## src/rtl/core/qba_pkg.sv

```systemverilog
// ----------------------------------------------------------------------------
// Quantum budget accounting package
// Types, operation codes, register indexes and port widths of the block.
// ----------------------------------------------------------------------------
package qba_pkg;

    // Operation codes carried on the input tuser.
    localparam logic [2:0] FUNC_SET_REQ = 3'd0;
    localparam logic [2:0] FUNC_DEDUCT  = 3'd1;
    localparam logic [2:0] FUNC_CHECK   = 3'd2;
    localparam logic [2:0] FUNC_ADVANCE = 3'd3;
    localparam logic [2:0] FUNC_RELOAD  = 3'd4;

    // Configuration register indexes.
    localparam logic [1:0] CFG_DEADLINE_EN = 2'd0;
    localparam logic [1:0] CFG_IPC         = 2'd1;
    localparam logic [1:0] CFG_Q_RELOAD    = 2'd2;
    localparam logic [1:0] CFG_D_RELOAD    = 2'd3;

    localparam int CFG_IDX_W   = 2;
    localparam int CFG_DATA_W  = 47;
    localparam int IPC_W       = 16;
    localparam int RELOAD_W    = 47;
    localparam int REQ_W       = 32;
    localparam int CPU_W       = 2;
    localparam int FUNC_W      = 3;
    localparam int BUDGET_W    = 48;
    localparam int TARGET_W    = 48;
    localparam int TNOW_W      = 48;
    localparam int FLAG_W      = 2;
    // pending * 100 fits in 39 bits.
    localparam int DVD_W       = 39;

    localparam int S_TDATA_W   = 40;
    localparam int S_TUSER_W   = 3;
    localparam int RES_W       = 99;
    localparam int M_TDATA_W   = 104;

    localparam logic [IPC_W-1:0]    IPC_RST     = 16'd100;
    localparam logic [RELOAD_W-1:0] RELOAD_RST  = 47'd1000000;

    typedef struct packed {
        logic                deadline_en;
        logic [IPC_W-1:0]    ipc;
        logic [RELOAD_W-1:0] q_reload;
        logic [RELOAD_W-1:0] d_reload;
    } t_cfg;

    typedef struct packed {
        logic busy;
        logic done;
    } t_div_status;

    typedef enum logic [3:0] {
        ST_IDLE = 4'b0001,
        ST_PREP = 4'b0010,
        ST_DIV  = 4'b0100,
        ST_UPD  = 4'b1000
    } t_state;

endpackage

```

## src/rtl/core/qba_cfg.sv

```systemverilog
// ----------------------------------------------------------------------------
// Quantum budget accounting configuration registers
// Holds the deadline enable, ipc and the two reload values.
// ----------------------------------------------------------------------------
module qba_cfg (
    input  logic                                 i_clk,
    input  logic                                 i_rst_n,
    input  logic                                 i_cfg_we,
    input  logic [qba_pkg::CFG_IDX_W-1:0]        i_cfg_idx,
    input  logic [qba_pkg::CFG_DATA_W-1:0]       i_cfg_wdata,
    output qba_pkg::t_cfg                        o_cfg
);

    qba_pkg::t_cfg r_cfg;

    always_ff @(posedge i_clk) begin
        if (!i_rst_n) begin
            r_cfg.deadline_en <= 1'b0;
            r_cfg.ipc         <= qba_pkg::IPC_RST;
            r_cfg.q_reload    <= qba_pkg::RELOAD_RST;
            r_cfg.d_reload    <= qba_pkg::RELOAD_RST;
        end else if (i_cfg_we) begin
            case (i_cfg_idx)
                qba_pkg::CFG_DEADLINE_EN: r_cfg.deadline_en <= i_cfg_wdata[0];
                qba_pkg::CFG_IPC:         r_cfg.ipc <= i_cfg_wdata[qba_pkg::IPC_W-1:0];
                qba_pkg::CFG_Q_RELOAD:    r_cfg.q_reload <= i_cfg_wdata;
                qba_pkg::CFG_D_RELOAD:    r_cfg.d_reload <= i_cfg_wdata;
                default: ;
            endcase
        end
    end

    assign o_cfg = r_cfg;

endmodule

```

## src/rtl/core/qba_div.sv

```systemverilog
// ----------------------------------------------------------------------------
// Quantum budget accounting divider
// Bit-serial restoring divider: one quotient bit per cycle, MSB first.
// ----------------------------------------------------------------------------
module qba_div (
    input  logic                              i_clk,
    input  logic                              i_rst_n,
    input  logic                              i_start,
    input  logic [qba_pkg::DVD_W-1:0]         i_dividend,
    input  logic [qba_pkg::IPC_W-1:0]         i_divisor,
    output logic [qba_pkg::DVD_W-1:0]         o_quotient,
    output qba_pkg::t_div_status              o_status
);

    localparam int CNT_W = $clog2(qba_pkg::DVD_W);
    localparam logic [CNT_W-1:0] LAST = CNT_W'(qba_pkg::DVD_W - 1);

    // The dividend shifts out at the top while quotient bits enter at the bottom.
    logic [qba_pkg::DVD_W-1:0] r_dvd;
    logic [qba_pkg::IPC_W-1:0] r_rem;
    logic [CNT_W-1:0]          r_cnt;
    logic                      r_busy;
    logic                      r_done;

    logic [qba_pkg::IPC_W:0]   trial;
    logic [qba_pkg::IPC_W:0]   diff;
    logic                      ge;

    always_comb begin
        trial = {r_rem, r_dvd[qba_pkg::DVD_W-1]};
        ge    = trial >= {1'b0, i_divisor};
        diff  = trial - {1'b0, i_divisor};
    end

    always_ff @(posedge i_clk) begin
        if (!i_rst_n) begin
            r_busy <= 1'b0;
            r_done <= 1'b0;
            r_cnt  <= '0;
        end else begin
            r_done <= 1'b0;
            if (i_start) begin
                r_busy <= 1'b1;
                r_cnt  <= '0;
            end else if (r_busy) begin
                r_cnt <= r_cnt + 1'b1;
                if (r_cnt == LAST) begin
                    r_busy <= 1'b0;
                    r_done <= 1'b1;
                end
            end
        end
    end

    always_ff @(posedge i_clk) begin
        if (i_start) begin
            r_dvd <= i_dividend;
            r_rem <= '0;
        end else if (r_busy) begin
            r_dvd <= {r_dvd[qba_pkg::DVD_W-2:0], ge};
            r_rem <= ge ? diff[qba_pkg::IPC_W-1:0] : trial[qba_pkg::IPC_W-1:0];
        end
    end

    assign o_quotient  = r_dvd;
    assign o_status.busy = r_busy;
    assign o_status.done = r_done;

endmodule

```

## src/rtl/core/quantum_budget_accounting_unit.sv

```systemverilog
// ----------------------------------------------------------------------------
// Quantum budget accounting unit
// Keeps per-CPU instruction budgets, deadline budgets, virtual time and
// depletion flags, and returns one result per operation. The block works on
// one transaction at a time. Set requirement, reload, unused codes, an
// out-of-range CPU and any operation whose ipc is zero go from the prepare
// step straight to the update step that loads the result register. Deduct,
// check and deduct and advance time pass through the prepare step, which
// starts the bit-serial divider on the dividend, then the divider, which forms
// pending*100/ipc one quotient bit per cycle, then its registered done flag,
// and then the update step. The input reopens in the cycle after the result
// register is loaded. A finished result waits in an output register, so the
// next transaction may be accepted before it is taken; that transaction then
// holds in its update step until the output register is free. Configuration
// must be written only while the block is idle; the block does not enforce it.
// ----------------------------------------------------------------------------
module quantum_budget_accounting_unit #(
    parameter int NUM_CPUS  = 4,
    parameter int TIME_BITS = 48
) (
    input  logic                               i_clk,
    input  logic                               i_rst_n,
    // Configuration write port.
    input  logic                               i_cfg_we,
    input  logic [qba_pkg::CFG_IDX_W-1:0]      i_cfg_idx,
    input  logic [qba_pkg::CFG_DATA_W-1:0]     i_cfg_wdata,
    // Input stream.
    input  logic                               s_axis_tvalid,
    output logic                               s_axis_tready,
    // tdata: cpu [1:0], requirement [33:2], zero padding [39:34]
    input  logic [qba_pkg::S_TDATA_W-1:0]      s_axis_tdata,
    // tuser: func [2:0]
    input  logic [qba_pkg::S_TUSER_W-1:0]      s_axis_tuser,
    // Result stream.
    output logic                               m_axis_tvalid,
    input  logic                               m_axis_tready,
    // tdata: stop [0], flags [2:1], time_now [50:3], budget_left [98:51],
    // zero padding [103:99]
    output logic [qba_pkg::M_TDATA_W-1:0]      m_axis_tdata
);

    // Only four CPUs can be named by the two-bit index.
    localparam int DEPTH = (NUM_CPUS < 4) ? NUM_CPUS : 4;
    localparam int IW    = (DEPTH > 1) ? $clog2(DEPTH) : 1;
    localparam int SW    = (TIME_BITS > qba_pkg::DVD_W) ? TIME_BITS : qba_pkg::DVD_W;
    localparam int TW    = (TIME_BITS > qba_pkg::TNOW_W) ? TIME_BITS : qba_pkg::TNOW_W;

    localparam logic [qba_pkg::BUDGET_W-1:0] BUDGET_MIN =
        {1'b1, {(qba_pkg::BUDGET_W-1){1'b0}}};

    qba_pkg::t_cfg        cfg;
    qba_pkg::t_div_status div_st;
    logic [qba_pkg::DVD_W-1:0] quot;

    qba_cfg u_cfg (
        .i_clk       (i_clk),
        .i_rst_n     (i_rst_n),
        .i_cfg_we    (i_cfg_we),
        .i_cfg_idx   (i_cfg_idx),
        .i_cfg_wdata (i_cfg_wdata),
        .o_cfg       (cfg)
    );

    // Per-CPU accounting state.
    logic [qba_pkg::REQ_W-1:0]    r_pend [DEPTH];
    logic [qba_pkg::BUDGET_W-1:0] r_qnt  [DEPTH];
    logic [qba_pkg::BUDGET_W-1:0] r_ddl  [DEPTH];
    logic [TIME_BITS-1:0]         r_vt   [DEPTH];
    logic [qba_pkg::FLAG_W-1:0]   r_flg  [DEPTH];
    logic [qba_pkg::TARGET_W-1:0] r_tgt  [DEPTH];

    qba_pkg::t_state r_state, n_state;

    logic [qba_pkg::FUNC_W-1:0] r_func;
    logic [qba_pkg::CPU_W-1:0]  r_cpu;
    logic [qba_pkg::REQ_W-1:0]  r_req;

    logic                       r_out_valid;
    logic [qba_pkg::RES_W-1:0]  r_out_data;

    logic [IW-1:0]              idx;
    logic                       cpu_ok;
    logic                       ipc_ok;
    logic                       s_acc;
    logic                       need_div;
    logic                       div_start;
    logic                       upd_fire;
    logic [qba_pkg::DVD_W-1:0]  dividend;
    logic [qba_pkg::DVD_W-1:0]  pend_x;

    logic [qba_pkg::REQ_W-1:0]    cur_p,   n_p;
    logic [qba_pkg::BUDGET_W-1:0] cur_q,   n_q;
    logic [qba_pkg::BUDGET_W-1:0] cur_d,   n_d;
    logic [TIME_BITS-1:0]         cur_vt,  n_vt, vt_adv;
    logic [qba_pkg::FLAG_W-1:0]   cur_fl,  n_fl;
    logic [qba_pkg::TARGET_W-1:0] cur_tg,  n_tg;
    logic [SW-1:0]                vt_sum;
    logic [TW-1:0]                vt_wide;
    logic                         stop;
    logic [qba_pkg::RES_W-1:0]    res;

    // Budget minus pending count, held at the most negative budget.
    function automatic logic [qba_pkg::BUDGET_W-1:0] sat_sub(
        input logic [qba_pkg::BUDGET_W-1:0] b,
        input logic [qba_pkg::REQ_W-1:0]    p
    );
        logic [qba_pkg::BUDGET_W:0] r;
        r = {b[qba_pkg::BUDGET_W-1], b} - (qba_pkg::BUDGET_W+1)'(p);
        if (r[qba_pkg::BUDGET_W] && !r[qba_pkg::BUDGET_W-1]) begin
            sat_sub = BUDGET_MIN;
        end else begin
            sat_sub = r[qba_pkg::BUDGET_W-1:0];
        end
    endfunction

    assign idx    = r_cpu[IW-1:0];
    assign cpu_ok = 32'(r_cpu) < NUM_CPUS;
    assign ipc_ok = cfg.ipc != '0;
    assign s_acc  = s_axis_tvalid && s_axis_tready;
    assign s_axis_tready = r_state == qba_pkg::ST_IDLE;

    assign need_div = cpu_ok && ipc_ok &&
                      (r_func == qba_pkg::FUNC_DEDUCT || r_func == qba_pkg::FUNC_CHECK ||
                       r_func == qba_pkg::FUNC_ADVANCE);
    assign div_start = (r_state == qba_pkg::ST_PREP) && need_div;
    assign upd_fire  = (r_state == qba_pkg::ST_UPD) && (!r_out_valid || m_axis_tready);

    // pending * 100 as (p << 6) + (p << 5) + (p << 2).
    assign pend_x   = qba_pkg::DVD_W'(r_pend[idx]);
    assign dividend = (pend_x << 6) + (pend_x << 5) + (pend_x << 2);

    qba_div u_div (
        .i_clk      (i_clk),
        .i_rst_n    (i_rst_n),
        .i_start    (div_start),
        .i_dividend (dividend),
        .i_divisor  (cfg.ipc),
        .o_quotient (quot),
        .o_status   (div_st)
    );

    always_comb begin
        n_state = r_state;
        case (r_state)
            qba_pkg::ST_IDLE: if (s_acc) n_state = qba_pkg::ST_PREP;
            qba_pkg::ST_PREP: n_state = need_div ? qba_pkg::ST_DIV : qba_pkg::ST_UPD;
            qba_pkg::ST_DIV:  if (div_st.done) n_state = qba_pkg::ST_UPD;
            qba_pkg::ST_UPD:  if (upd_fire) n_state = qba_pkg::ST_IDLE;
            default:          n_state = qba_pkg::ST_IDLE;
        endcase
    end

    // Next values of the addressed entry.
    always_comb begin
        cur_p  = r_pend[idx];
        cur_q  = r_qnt[idx];
        cur_d  = r_ddl[idx];
        cur_vt = r_vt[idx];
        cur_fl = r_flg[idx];
        cur_tg = r_tgt[idx];

        vt_sum = SW'(cur_vt) + SW'(quot);
        vt_adv = ipc_ok ? vt_sum[TIME_BITS-1:0] : cur_vt;

        n_p  = cur_p;
        n_q  = cur_q;
        n_d  = cur_d;
        n_vt = cur_vt;
        n_fl = cur_fl;
        n_tg = cur_tg;
        stop = 1'b0;

        case (r_func)
            qba_pkg::FUNC_SET_REQ: begin
                n_p = r_req;
            end
            qba_pkg::FUNC_DEDUCT: begin
                n_q = sat_sub(cur_q, cur_p);
                if (cfg.deadline_en) n_d = sat_sub(cur_d, cur_p);
                n_vt = vt_adv;
                n_p  = '0;
            end
            qba_pkg::FUNC_CHECK: begin
                if (ipc_ok) begin
                    n_tg = cur_tg + qba_pkg::TARGET_W'(cur_p);
                    n_q  = sat_sub(cur_q, cur_p);
                    if (cfg.deadline_en) n_d = sat_sub(cur_d, cur_p);
                    n_vt = vt_adv;
                    n_p  = '0;
                    if (n_q[qba_pkg::BUDGET_W-1] || n_q == '0) n_fl[0] = 1'b1;
                    if (cfg.deadline_en && (n_d[qba_pkg::BUDGET_W-1] || n_d == '0)) begin
                        n_fl[1] = 1'b1;
                    end
                    stop = n_fl != '0;
                end
            end
            qba_pkg::FUNC_ADVANCE: begin
                n_vt = vt_adv;
                n_p  = '0;
            end
            qba_pkg::FUNC_RELOAD: begin
                n_q  = {1'b0, cfg.q_reload};
                n_d  = {1'b0, cfg.d_reload};
                n_fl = '0;
            end
            default: ;
        endcase

        vt_wide = TW'(n_vt);
        res = cpu_ok ? {n_q, vt_wide[qba_pkg::TNOW_W-1:0], n_fl, stop} : '0;
    end

    always_ff @(posedge i_clk) begin
        if (!i_rst_n) begin
            r_state     <= qba_pkg::ST_IDLE;
            r_out_valid <= 1'b0;
            for (int i = 0; i < DEPTH; i++) begin
                r_pend[i] <= '0;
                r_qnt[i]  <= '0;
                r_ddl[i]  <= '0;
                r_vt[i]   <= '0;
                r_flg[i]  <= '0;
                r_tgt[i]  <= '0;
            end
        end else begin
            r_state <= n_state;
            if (upd_fire) begin
                r_out_valid <= 1'b1;
            end else if (m_axis_tready) begin
                r_out_valid <= 1'b0;
            end
            if (upd_fire && cpu_ok) begin
                r_pend[idx] <= n_p;
                r_qnt[idx]  <= n_q;
                r_ddl[idx]  <= n_d;
                r_vt[idx]   <= n_vt;
                r_flg[idx]  <= n_fl;
                r_tgt[idx]  <= n_tg;
            end
        end
    end

    always_ff @(posedge i_clk) begin
        if (s_acc) begin
            r_func <= s_axis_tuser;
            r_cpu  <= s_axis_tdata[qba_pkg::CPU_W-1:0];
            r_req  <= s_axis_tdata[qba_pkg::CPU_W +: qba_pkg::REQ_W];
        end
        if (upd_fire) begin
            r_out_data <= res;
        end
    end

    assign m_axis_tvalid = r_out_valid;
    assign m_axis_tdata  = {(qba_pkg::M_TDATA_W-qba_pkg::RES_W)'(0), r_out_data};

endmodule

```

## config.mk

```make
export PLATFORM = sky130hd
export DESIGN_NAME = quantum_budget_accounting_unit
export DESIGN_NICKNAME = d
export VERILOG_FILES = /design/src/rtl/core/qba_pkg.sv /design/src/rtl/core/qba_cfg.sv /design/src/rtl/core/qba_div.sv /design/src/rtl/core/quantum_budget_accounting_unit.sv
export SDC_FILE = /design/constraint.sdc
export NUM_CORES = 2
export LEC_CHECK = 0
export BUFFER_PORTS_ARGS = -buffer_cell sky130_fd_sc_hd__buf_4
export CORE_MARGIN = 1.5
export CORE_UTILIZATION = 45
export DETAILED_ROUTE_END_ITERATION = 10
export MAX_ROUTING_LAYER = met4
export PLACE_DENSITY = 0.67
export SETUP_SLACK_MARGIN = 0.5
export SLEW_MARGIN = 20
export SYNTH_ARGS = -nofsm -noshare
export SYNTH_HDL_FRONTEND = slang
export SYNTH_HIERARCHICAL = 1
export SYNTH_SLANG_ARGS = --single-unit
```

## constraint.sdc

```tcl
create_clock -name i_clk -period 25.7 [get_ports i_clk]
set_input_delay 3.855 -clock i_clk [delete_from_list [all_inputs] [get_ports i_clk]]
set_output_delay 3.855 -clock i_clk [all_outputs]
set_load 0.02 [all_outputs]
```

==> out/results.tsv <==
metric	value	unit
IO Pins	203	
Final Cycle Share	29.63	%
final RePlAce weighted congestion	0.9465	
IO buf count	191	
Max Fclk	131.3	MHz
Power Density	115.0	nW/µm²
Final Max Tran Viols	0	
crit-path max cell delay	0.83	ns
time the worst path needs with I/O delays and setup	7.614	ns
via/cell ratio	5.958	
initial antenna violation count	3	
crit path kind	flip-flop to flip-flop	
Post-route DRC	0	
clk buf depth	3	
DRT antenna net count	0	
cell mode on critical path	o21ai_0	
Worst EP required	26.13	ns
critical path launch point type	flip-flop	
CTS tree	built	
most frequent cells in the layout	887 x edfxtp_1, 815 x nor2_1, 283 x nand2_1	
die height	346.9	µm
Cell Rows	125	
number of DRC markers in iteration 0	4055	
Netlist Area Pre-Place	53220	µm²
ANT cells	0	
CTS root buffer	clkbuf_16	
RSZ-0062 raised after global routing	false	
placed wire-length estimate	98870	µm
final worst slack	18.09	ns
initial core utilization	45.61	%
post_cts resized	0	
Final Hold Vio Count	0	
Synth Warn #	6	
Max VDD drop	63.89	µV
final hold slack	0.4602	ns
Clock transition at path regs	0.06	ns
final setup violation count	0	
Core Box Area	116700	µm²
Area Overhead vs Synth	12.27	%
Layout Cells excl Fill	6194	
Die Wd	346.9	µm
routed via count	36900	
crit path max fanout	36	
post-route cell area	59750	µm²
vias in the first global route	36360	
first-pass GRT wire length	224400	µm
cts-stage hold buffer count	0	
H-Tree Level Count	3	
worst-case clock skew	0.04570	ns
worst slew pin tran	1.249	ns
status	finished clean	
LEAKAGE	23.09	nW
Sink Count	1029	
GRT Total Usage	25.27	%
TritonCTS Buffers	106	
Post-Syn Area per Cell	11.92	µm²
fillers	10230	
CP arrival	8.04	ns
Crit. End Element	flip-flop	
CP cell instances	buf_4, mux4_2, ha_1, inv_1, fa_1, a211oi_1, o21ai_0, and4_1, o311ai_0, o211a_1, o21ai_1, a221o_1, a21o_1, nand2_1, o21ai_0, a221oi_1, nor2_1	
Clock Latency Late Sink	0.73	ns
setup bufs post-CTS	0	
Worst path slowest cell	a221oi_1	
Post-DP Area	56010	µm²
pin count of the biggest net entering global routing	151	
most common cell after layout, fill and taps aside	edfxtp_1	
number of max-cap violations	0	
Tightest Hold Check Type	flip-flop to flip-flop	
First-pass DRT Iterations	9	
final wirelength	149900	µm
Final #Nets	4866	
Syn Inst Count	4463	
grt ovf	0	
layout cell share with drive strength beyond 1	14.56	%
Placement Setup Slack	17.60	ns
WL/cell	24.21	µm
reg2reg setup slack	18.09	ns
die area	120300	µm²
Fin Setup TNS	0	ns
placed cell count	5994	
Worst slew margin	16.19	%
## path summary, 6_finish.rpt
| check | cells past startpoint | startpoint | endpoint |
|---|---|---|---|
| setup reg to reg | 17 | flip-flop | r_qnt[1][37] |
| setup / recovery | 17 | flip-flop | r_qnt[1][37] |
| hold / removal | 2 | u_cfg/o_cfg[80] | u_cfg/o_cfg[80] |
| hold reg to reg | 2 | u_cfg/o_cfg[80] | u_cfg/o_cfg[80] |
## critical path, delay by kind of cell, from the launching register on
kind,cells,cell delay (ns)
compound gates,9,3.28
mux,1,0.61
simple gates,3,1.01
flops,1,0.81
fa+ha+maj,2,0.69
buf+inv,2,0.82
## per-stage QoR
stage                     total power, mW  util [%]
final                               6.872     51.21
after global routing                7.267     51.21
after CTS                           6.867     51.21
after detailed placement            5.209     48.00
after global placement              5.196     48.00
after floorplan                     4.376         -
## sequential cells by signal (all words and copies together), names as in the netlist, 2 cells and up, named ones only
name              flops
r_qnt               192
r_func                3
idx                   2
r_ddl               192
r_pend              128
u_div/r_cnt           6
u_div/r_rem          16
r_state               4
r_flg                 8
r_req                32
r_vt                192
u_cfg/o_cfg         111
u_div/o_quotient     39
r_out_data           99
## final cells by class
cell class	instances	area [µm²]	area share [%]
multi-input combinational	2949	21800	36.49
clock buffer	129	2790	4.670
inverter	253	949.7	1.589
clock inverter	71	950.9	1.592
sequential	1029	29490	49.35
tap	1524	1907	3.192
timing repair buffer	239	1861	3.114
## layer usage
layer	track usage (%)	wire length (µm)	share of wire (%)	vias up
met2	41.05	72860	49	1462
li1	-	-	-	16740
met3	3.284	10490	7.0	272
met5	-	0	0	-
met1	32.91	61500	41	18430
met4	8.306	5083	3.4	0
## power by group
group | switching, mW | total (mW) | internal (mW)
logic | 1.99 | 3.21 | 1.22
clock network | 0.688 | 1.65 | 0.962
registers | 0.0775 | 2.02 | 1.94
(Power assumes the default switching activity.)
